`src/rtl/xpls_pkg.sv`:
```
// ----------------------------------------------------------------------------
// xpls_pkg
// shared constants, types and tables of the xnor popcount lattice scorer
// ----------------------------------------------------------------------------
`default_nettype none

package xpls_pkg;

  // weight store geometry
  localparam int DEPTH  = 4096;
  localparam int ADDR_W = $clog2(DEPTH);
  localparam int LAYERS = 4;
  localparam int ELEM_W = 16;
  localparam int WORD_W = LAYERS * ELEM_W;
  localparam int LAYER_W = 2;
  localparam int POS_W  = 12;

  // counters and accumulator
  localparam int CNT_W = 13;
  localparam int ACC_W = 24;
  localparam int PHASE_W = 4;
  localparam int INV_W = 22;
  localparam int BIAS_W = 16;
  localparam int CFG_W = 22;
  localparam int CFG_IDX_W = 2;
  localparam logic signed [ACC_W-1:0] ACC_MAX = {1'b0, {(ACC_W-1){1'b1}}};
  localparam logic signed [ACC_W-1:0] ACC_MIN = {1'b1, {(ACC_W-1){1'b0}}};

  // stream word widths
  localparam int IN_DATA_W  = 32;
  localparam int OUT_DATA_W = 48;
  localparam int PROB_W = 16;

  // sigmoid arithmetic
  localparam int PROD_W = 47;
  localparam int Z_W    = 32;
  localparam int MAG_W  = 13;
  localparam int E_W    = 31;
  localparam int DEN_W  = 32;
  localparam int NUM_W  = 47;
  localparam int QUO_W  = 17;
  localparam int REM_W  = 31;
  localparam int STEP_W = 5;
  localparam logic [MAG_W-1:0] MAG_MAX = 13'd4096;
  localparam logic [63:0] ONE_Q30 = 64'h0000_0000_4000_0000;

  // input kinds
  localparam logic ACTION_SAMPLE = 1'b0;
  localparam logic ACTION_WEIGHT = 1'b1;

  // configuration register indexes
  localparam logic [CFG_IDX_W-1:0] CFG_PHASE = 2'd0;
  localparam logic [CFG_IDX_W-1:0] CFG_DIM   = 2'd1;
  localparam logic [CFG_IDX_W-1:0] CFG_INV   = 2'd2;
  localparam logic [CFG_IDX_W-1:0] CFG_BIAS  = 2'd3;

  // reset values
  localparam logic [PHASE_W-1:0] PHASE_RST = 4'd0;
  localparam logic [CNT_W-1:0]   DIM_RST   = 13'd4096;
  localparam logic [INV_W-1:0]   INV_RST   = 22'd640;
  localparam logic [BIAS_W-1:0]  BIAS_RST  = 16'd0;

  typedef enum logic [2:0] {
    SG_IDLE,
    SG_SCALE,
    SG_ROUND,
    SG_ABS,
    SG_EXP,
    SG_DIV,
    SG_OUT
  } sg_state_t;

  // sample word handed from the front end to the accumulate pipeline
  typedef struct packed {
    logic              valid;
    logic              use_word;
    logic              last;
    logic [ELEM_W-1:0] rx;
  } word_req_t;

  // accumulate pipeline status toward the sigmoid sequencer
  typedef struct packed {
    logic                    last_pending;
    logic                    start;
    logic signed [ACC_W-1:0] sum;
  } acc_stat_t;

  // sequencer control back to the front end
  typedef struct packed {
    logic idle;
    logic clear;
  } sg_ctrl_t;

  // e^-x in q1.30 by a truncated taylor series, elaboration only
  function automatic logic [E_W-1:0] exp_neg_q30(input logic [63:0] x);
    logic [63:0] t;
    logic [63:0] pos;
    logic [63:0] neg;
    t   = ONE_Q30;
    pos = ONE_Q30;
    neg = 64'd0;
    t = (t * x) >> 30;        neg = neg + t;
    t = ((t * x) >> 30) / 2;  pos = pos + t;
    t = ((t * x) >> 30) / 3;  neg = neg + t;
    t = ((t * x) >> 30) / 4;  pos = pos + t;
    t = ((t * x) >> 30) / 5;  neg = neg + t;
    t = ((t * x) >> 30) / 6;  pos = pos + t;
    t = ((t * x) >> 30) / 7;  neg = neg + t;
    t = ((t * x) >> 30) / 8;  pos = pos + t;
    t = ((t * x) >> 30) / 9;  neg = neg + t;
    t = ((t * x) >> 30) / 10; pos = pos + t;
    t = ((t * x) >> 30) / 11; neg = neg + t;
    t = ((t * x) >> 30) / 12; pos = pos + t;
    t = ((t * x) >> 30) / 13; neg = neg + t;
    t = ((t * x) >> 30) / 14; pos = pos + t;
    t = ((t * x) >> 30) / 15; neg = neg + t;
    t = ((t * x) >> 30) / 16; pos = pos + t;
    return E_W'(pos - neg);
  endfunction

  typedef logic [E_W-1:0] exp_tab_t [256];

  function automatic exp_tab_t build_exp_tab();
    exp_tab_t tab;
    for (int i = 0; i < 256; i++) begin
      tab[i] = exp_neg_q30(64'(i) << 22);
    end
    return tab;
  endfunction

  // e^-(f/256) for the fraction byte, and e^-1
  localparam exp_tab_t EXP_FRAC = build_exp_tab();
  localparam logic [E_W-1:0] EXP_ONE = exp_neg_q30(ONE_Q30);

endpackage

`default_nettype wire

```
`src/rtl/xpls_accum.sv`:
```
// ----------------------------------------------------------------------------
// xpls_accum
// match counts against the four layers and saturating accumulation
// ----------------------------------------------------------------------------
`default_nettype none

module xpls_accum (
  input  wire logic                        clk,
  input  wire logic                        rst,
  input  wire xpls_pkg::word_req_t         req,
  input  wire logic [xpls_pkg::WORD_W-1:0] rdata,
  input  wire logic                        clear,
  output xpls_pkg::acc_stat_t              stat
);

  function automatic logic [4:0] match_cnt(input logic [15:0] w, input logic [15:0] x);
    logic [15:0] m;
    logic [4:0]  c;
    m = ~(w ^ x);
    c = 5'd0;
    for (int i = 0; i < 16; i++) begin
      c = c + 5'(m[i]);
    end
    return c;
  endfunction

  // stage 1: row arrives from the store
  logic                        s1_valid;
  logic                        s1_use;
  logic                        s1_last;
  logic [xpls_pkg::ELEM_W-1:0] s1_rx;

  // stage 2: partial product
  logic                        s2_valid;
  logic                        s2_use;
  logic                        s2_last;
  logic signed [9:0]           s2_p01;
  logic signed [5:0]           s2_d3;

  logic signed [xpls_pkg::ACC_W-1:0] acc;

  logic [4:0]        c0, c1, c2, c3;
  logic signed [5:0] d01, d2, d3;
  logic signed [11:0] p01_full;
  logic signed [15:0] term;
  logic signed [xpls_pkg::ACC_W:0] sum_ext;
  logic signed [xpls_pkg::ACC_W-1:0] sum_sat;

  always_comb begin
    c0 = match_cnt(rdata[15:0],  s1_rx);
    c1 = match_cnt(rdata[31:16], s1_rx);
    c2 = match_cnt(rdata[47:32], s1_rx);
    c3 = match_cnt(rdata[63:48], s1_rx);
    d01 = $signed({1'b0, c0}) - $signed({1'b0, c1});
    d2  = $signed({1'b0, c2}) - 6'sd8;
    d3  = $signed({1'b0, c3}) - 6'sd8;
    p01_full = 12'(d01) * 12'(d2);
  end

  always_comb begin
    term    = 16'(s2_p01) * 16'(s2_d3);
    sum_ext = {acc[xpls_pkg::ACC_W-1], acc} + {{(xpls_pkg::ACC_W-15){term[15]}}, term};
    if (sum_ext[xpls_pkg::ACC_W] != sum_ext[xpls_pkg::ACC_W-1]) begin
      sum_sat = sum_ext[xpls_pkg::ACC_W] ? xpls_pkg::ACC_MIN : xpls_pkg::ACC_MAX;
    end else begin
      sum_sat = sum_ext[xpls_pkg::ACC_W-1:0];
    end
  end

  always_ff @(posedge clk) begin
    if (rst) begin
      s1_valid <= 1'b0;
      s2_valid <= 1'b0;
      acc      <= '0;
    end else begin
      s1_valid <= req.valid;
      s2_valid <= s1_valid;
      if (clear) begin
        acc <= '0;
      end else if (s2_valid && s2_use) begin
        acc <= sum_sat;
      end
    end
  end

  always_ff @(posedge clk) begin
    s1_use  <= req.use_word;
    s1_last <= req.last;
    s1_rx   <= req.rx;
    s2_use  <= s1_use;
    s2_last <= s1_last;
    s2_p01  <= p01_full[9:0];
    s2_d3   <= d3;
  end

  assign stat.last_pending = (s1_valid && s1_last) || (s2_valid && s2_last);
  assign stat.start        = s2_valid && s2_last;
  assign stat.sum          = acc;

endmodule

`default_nettype wire

```
`config.mk`:
```
export PLATFORM = sky130hd
export DESIGN_NAME = xpls_accum
export DESIGN_NICKNAME = d
export VERILOG_FILES = /design/src/rtl/xpls_pkg.sv /design/src/rtl/xpls_accum.sv
export SDC_FILE = /design/constraint.sdc
export NUM_CORES = 1
export LEC_CHECK = 0
export ABC_AREA = 1
export BUFFER_PORTS_ARGS = -buffer_cell sky130_fd_sc_hd__buf_2
export CAP_MARGIN = 20
export CORE_ASPECT_RATIO = 2
export CORE_MARGIN = 5
export CORE_UTILIZATION = 50
export DETAILED_ROUTE_END_ITERATION = 8
export GPL_ROUTABILITY_DRIVEN = 0
export GPL_TIMING_DRIVEN = 1
export HOLD_SLACK_MARGIN = 0.08
export PLACE_DENSITY = 0.73
export SYNTH_ARGS = -nofsm -noshare
export SYNTH_HDL_FRONTEND = slang
export SYNTH_SLANG_ARGS = --single-unit
```
`constraint.sdc`:
```
create_clock -name clk -period 13.05 [get_ports clk]
set_clock_uncertainty 0.05 [all_clocks]
set_input_delay 2.61 -clock clk [delete_from_list [all_inputs] [get_ports clk]]
set_output_delay 2.61 -clock clk [all_outputs]
set_load 0.05 [all_outputs]
```
# ---- After elaboration in Yosys (flattened, before gate mapping)
# Cells that the tools add are included.
dict set report word_totals {
  regBits 62
  in_bits 86
  output_inout_bits 26
  wordCells 92
}
dict set report op_classes {
  n_addsub 64
  mul 2
  eq_ne 1
  mux 2
  bitwise_logic 8
  n_reduce_logical 5
}
# operator n
set op_table {}
lappend op_table {{$add A5 B1 Y5} 44}
lappend op_table {{$not A16 Y16} 4}
lappend op_table {{$xor A16 B16 Y16} 4}
lappend op_table {{$mux W24} 2}
lappend op_table {{$add A24 B16 Y25} 1}
lappend op_table {{$add A4 B1 Y5} 4}
lappend op_table {{$add A3 B1 Y4} 4}
lappend op_table {{$mul A10 B6 Y16} 1}
lappend op_table {{$add A2 B1 Y3} 4}
lappend op_table {{$sub A5 B4 Y6 const B} 2}
lappend op_table {{$mul A6 B6 Y10} 1}
lappend op_table {{$add A1 B1 Y2} 4}
lappend op_table {{$sub A5 B5 Y6} 1}
lappend op_table {{$logic_and A1 B1 Y1} 3}
lappend op_table {{$reduce_or A2 Y1} 1}
lappend op_table {{$logic_or A1 B1 Y1} 1}
lappend op_table {{$ne A1 B1 Y1} 1}

# ---- Longest topological paths before layout
dict set report depth {
  depth_word 19
  depth_mapped 43
  depth_no_buf 43
}

# ---- Worst setup path before layout
# OpenSTA, ideal clock, no wires.
dict set report synth_path {
  path_type {input to register}
  from {input port rdata[11] in the netlist's numbering}
  to {register s2_p01[9]}
  setup_ps 113
  arrival_time_ps 9974
  required_ps 12887
  slack_ps 2913
  path_stages 40
  n_path_buf 0
  cell_sequence {xor2_1 > fa_1 > fa_1 > inv_1 > fa_1 > fa_1 > inv_1 > fa_1 > fa_1 > inv_1 > ha_1 > fa_1 > nand2_1 > nand2_1 > nand2_1 > nand2_1 > nand2_2 > nor2_1 > [4 not listed] > fa_1 > inv_1 > fa_1 > inv_1 > ha_1 > a21o_1 > nand2_1 > nand3_1 > nand2_1 > nand2_1 > inv_1 > nand2_1 > nand2_1 > inv_1 > nand2_1 > nand2_1 > nand2_1 > nand2_1}
}
dict set report synth_via {
  elab_chain_len 9
}
# element line
set synth_lines {}
lappend synth_lines {{start: declaration} xpls_accum.sv:11} ;# input wire logic [xpls_pkg::WORD_W-1:0] rdata,
lappend synth_lines {{$xor A16 B16 Y16} xpls_accum.sv:19} ;# m = ~(w ^ x);
lappend synth_lines {{$not A16 Y16} xpls_accum.sv:19}
lappend synth_lines {{$add A5 B1 Y5 (5 in a row)} xpls_accum.sv:22} ;# c = c + 5'(m[i]);
lappend synth_lines {{$sub A5 B5 Y6} xpls_accum.sv:54} ;# d01 = $signed({1'b0, c0}) - $signed({1'b0, c1});
lappend synth_lines {{$mul A6 B6 Y10} xpls_accum.sv:57} ;# p01_full = 12'(d01) * 12'(d2);
lappend synth_lines {{net p01_full[9]} xpls_accum.sv:44} ;# logic signed [11:0] p01_full;
lappend synth_lines {{end signal: assignment} xpls_accum.sv:92} ;# s2_p01 <= p01_full[9:0];
lappend synth_lines {{end: declaration} xpls_accum.sv:37} ;# logic signed [9:0] s2_p01;
# The timed path passes the listed nets, and every way through them passes these cells.
# A chain may end at the register's enable or synchronous reset.

# ---- Worst setup path in the final report
dict set report layout_path {
  from {input port rdata[7] in the netlist's numbering}
  to {register s2_p01[9]}
}
dict set report layout_via {
  elab_chain_len 13
}
# element line
set layout_lines {}
lappend layout_lines {{$xor A16 B16 Y16} xpls_accum.sv:19}
lappend layout_lines {{$not A16 Y16} xpls_accum.sv:19}
lappend layout_lines {{$add A5 B1 Y5 (9 in a row)} xpls_accum.sv:22}
lappend layout_lines {{$sub A5 B5 Y6} xpls_accum.sv:54}
lappend layout_lines {{$mul A6 B6 Y10} xpls_accum.sv:57}
lappend layout_lines {{net p01_full[9]} xpls_accum.sv:44}
# The timed path passes the listed nets, and every way through them passes these cells.

==> impl_metrics.py <==
metrics = {
    "global_routing": {
        "grt_pass1_wl_um": 36800,
        "grt_pass1_vias": 7998,
        "overflow": 0,
        "grt_max_degree": 26,
        "grt_antenna_before_repair": 3,
        "grtUsageTotal_pct": 22.4,
    },
    "drt": {
        "wire_per_inst_um": 16.0,
        "num_vias": 7406,
        "postRouteAntennaNets": 0,
        "vias_per_cell": 5.19,
        "drt_wl_total_um": 22900,
        "dr.first_iter.drc_count": 180,
        "first_pass_iters": 7,
        "drc": 0,
    },
    "floorplan": {
        "core.rowCount": 69,
        "die_area_mm2": 0.0210,
        "start_util_pct": 50.7,
        "ios": 112,
        "die_y_um": 200,
        "core-area_mm2": 0.0178,
        "fp.dieW_um": 105,
    },
    "place": {
        "dpl.hpwl_um": 20000,
        "portBuffers": 111,
    },
    "worst_setup_path": {
        "crit_type": "primary input to flop",
        "path_max_fanout": 9,
        "start_kind": "primary input",
        "critPathMostFrequentCell": "nand2_1",
        "cp.arrival_ns": 10.48,
        "endpoint_kind": "flop",
        "r2r_slack_ns": 4.63,
        "cp_slowest_stage_delay_ns": 0.55,
        "crit_slowest_cell": "fa_1",
        "crit_required_ns": 13.23,
    },
    "cts": {
        "post-cts-setup-buffer-count": 0,
        "cts_num_sinks": 62,
        "path_clk_slew_ns": 0.06,
        "cts_buffers": 9,
        "ctsHoldBuffers": 0,
        "clk_latency_ns": 0.35,
        "cts-root-buf": "clkbuf_16",
        "cts_max_path_buffers": 2,
        "cts_resized": 0,
        "ctsHtreeMaxLevel": 3,
        "cts_tree": "done",
    },
    "timing": {
        "hold_violations": 0,
        "slew_headroom_pct": 30.2,
        "slew_violations": 0,
        "finalSetupViolCount": 0,
        "finalCritPeriodShare_pct": 78.9,
        "fin_crit_ns": 10.30,
        "tns_ns": 0,
        "worstMarginPinSlew_ns": 1.04,
        "rsz0062_at_grt": "no",
        "max_freq_mhz": 97.1,
    },
    "yosys": {
        "synth_cells": 1098,
        "ys_top_cells_by_count": "inv_1 (241), nand2_1 (221), fa_1 (136)",
        "synth_fp_nets": 1413,
        "yosys_warnings": 0,
        "ys_seq_area_share_pct": 13.8,
        "synth_top_area_share_pct": 30.2,
        "ys_ff_latch": 62,
        "async_reset_ff_share_pct": 0,
        "yosysMostFrequentCell": "inv_1",
        "avgSynthCellArea_um2": 8.21,
        "yosysTopAreaCell": "fa_1",
        "synth_edf_count": 0,
        "syn_area_mm2": 0.00901,
        "synth_area_leaders": "fa_1 (30%), dfxtp_1 (14%), ha_1 (13%)",
        "ys_types": 37,
        "synth-main-ff-cell": "dfxtp_1",
    },
    "cells_and_area": {
        "syn2layout_area_growth_pct": 12.2,
        "nets": 1522,
        "drive_gt1_share_pct": 13.9,
        "fillCellCount": 1646,
    },
    "job": {
        "max_cap_violations": 0,
    },
    "outcome": {
        "status": "finished clean",
    },
    "min_path": {
        "hold_path_class": "flop to flop",
    },
}
## layer usage
layer | part of all wire, % | wire length [um] | track usage [%]
met5 | 0.031 | 7 | 0
met4 | 7.5 | 1710 | 16.2
met3 | 3.3 | 754 | 3.03
met2 | 59 | 13500 | 46.4
met1 | 30 | 6940 | 18.5
## final cells by class
class	count	area [um^2]	share of cell area (%)
Antenna cell	2	5.00	0.0495
Clock buffer	10	239	2.36
Clock inverter	6	93.8	0.928
Inverter	242	908	8.98
Multi-Input combinational cell	780	6800	67.2
Sequential cell	62	1240	12.3
Tap cell	213	267	2.64
Timing Repair Buffer	112	563	5.57
## critical path, delay by kind of cell
kind	cells	cell delay, ns
AO/OA/AOI/OAI	1	0.19
XOR/XNOR	2	0.37
adder cells (fa/ha/maj)	13	5.67
buffers and inverters	9	0.50
AND/OR/NAND/NOR	16	1.10
## cells by family after synthesis
kind of cell    after synthesis  share of synthesized area (%)
simple gates                376                           18.4
xor+xnor                     90                           8.75
compound gates               85                           5.15
buf+inv                     256                           10.8
fa+ha+maj                   229                           43.1
flops                        62                           13.8
## sequential cells by signal (all words and copies together) (netlist names)
name,flops
s1_valid,1
acc,24
s2_use,1
s2_p01,10
s1_use,1
s2_d3,6
s1_last,1
s1_rx,16
s2_valid,1
s2_last,1
## metrics by stage
step	std cells	cell area [um^2]	util (%)	hold WS [ns]	worst slack [ns]
6_report	1427	10100	56.9	0.276	2.75
5_1_grt	1427	10100	56.9	0.295	2.35
4_1_cts	1425	10100	56.8	0.279	2.74
3_5_place_dp	1409	9770	55.0	0.264	2.39
3_3_place_gp	1409	9770	55.0	0.261	2.55
2_1_floorplan	1098	9010	-	0.260	2.91
## path summary, 6_finish.rpt
check | endpoint | from | depth (start not counted)
setup / recovery | s2_p01[9] | rdata[7] | 41
hold / removal | s2_use | s1_use | 0
setup reg to reg | s2_p01[9] | s1_rx[9] | 40
hold reg to reg | s2_use | s1_use | 0
## layout by cell type, fill, tap and decap left out, types with 3 or more instances in the layout
cell type	count
a21o_1	3
dfxtp_1	62
nand3b_1	4
clkbuf_16	9
nand2_1	221
nand3_2	3
a21oi_1	44
inv_1	241
xnor2_1	42
xor2_1	48
nand2_2	13
ha_1	93
fa_1	136
o21ai_1	10
o21ai_0	15
or2_2	11
o21bai_1	5
buf_2	111
nor2_2	4
nand2_4	3
and2_1	3
nand4_1	14
nor2_1	53
nand3_1	41
Power is not shown: default switching activity piles up to over one toggle a cycle in this logic, so the estimate is an artifact.
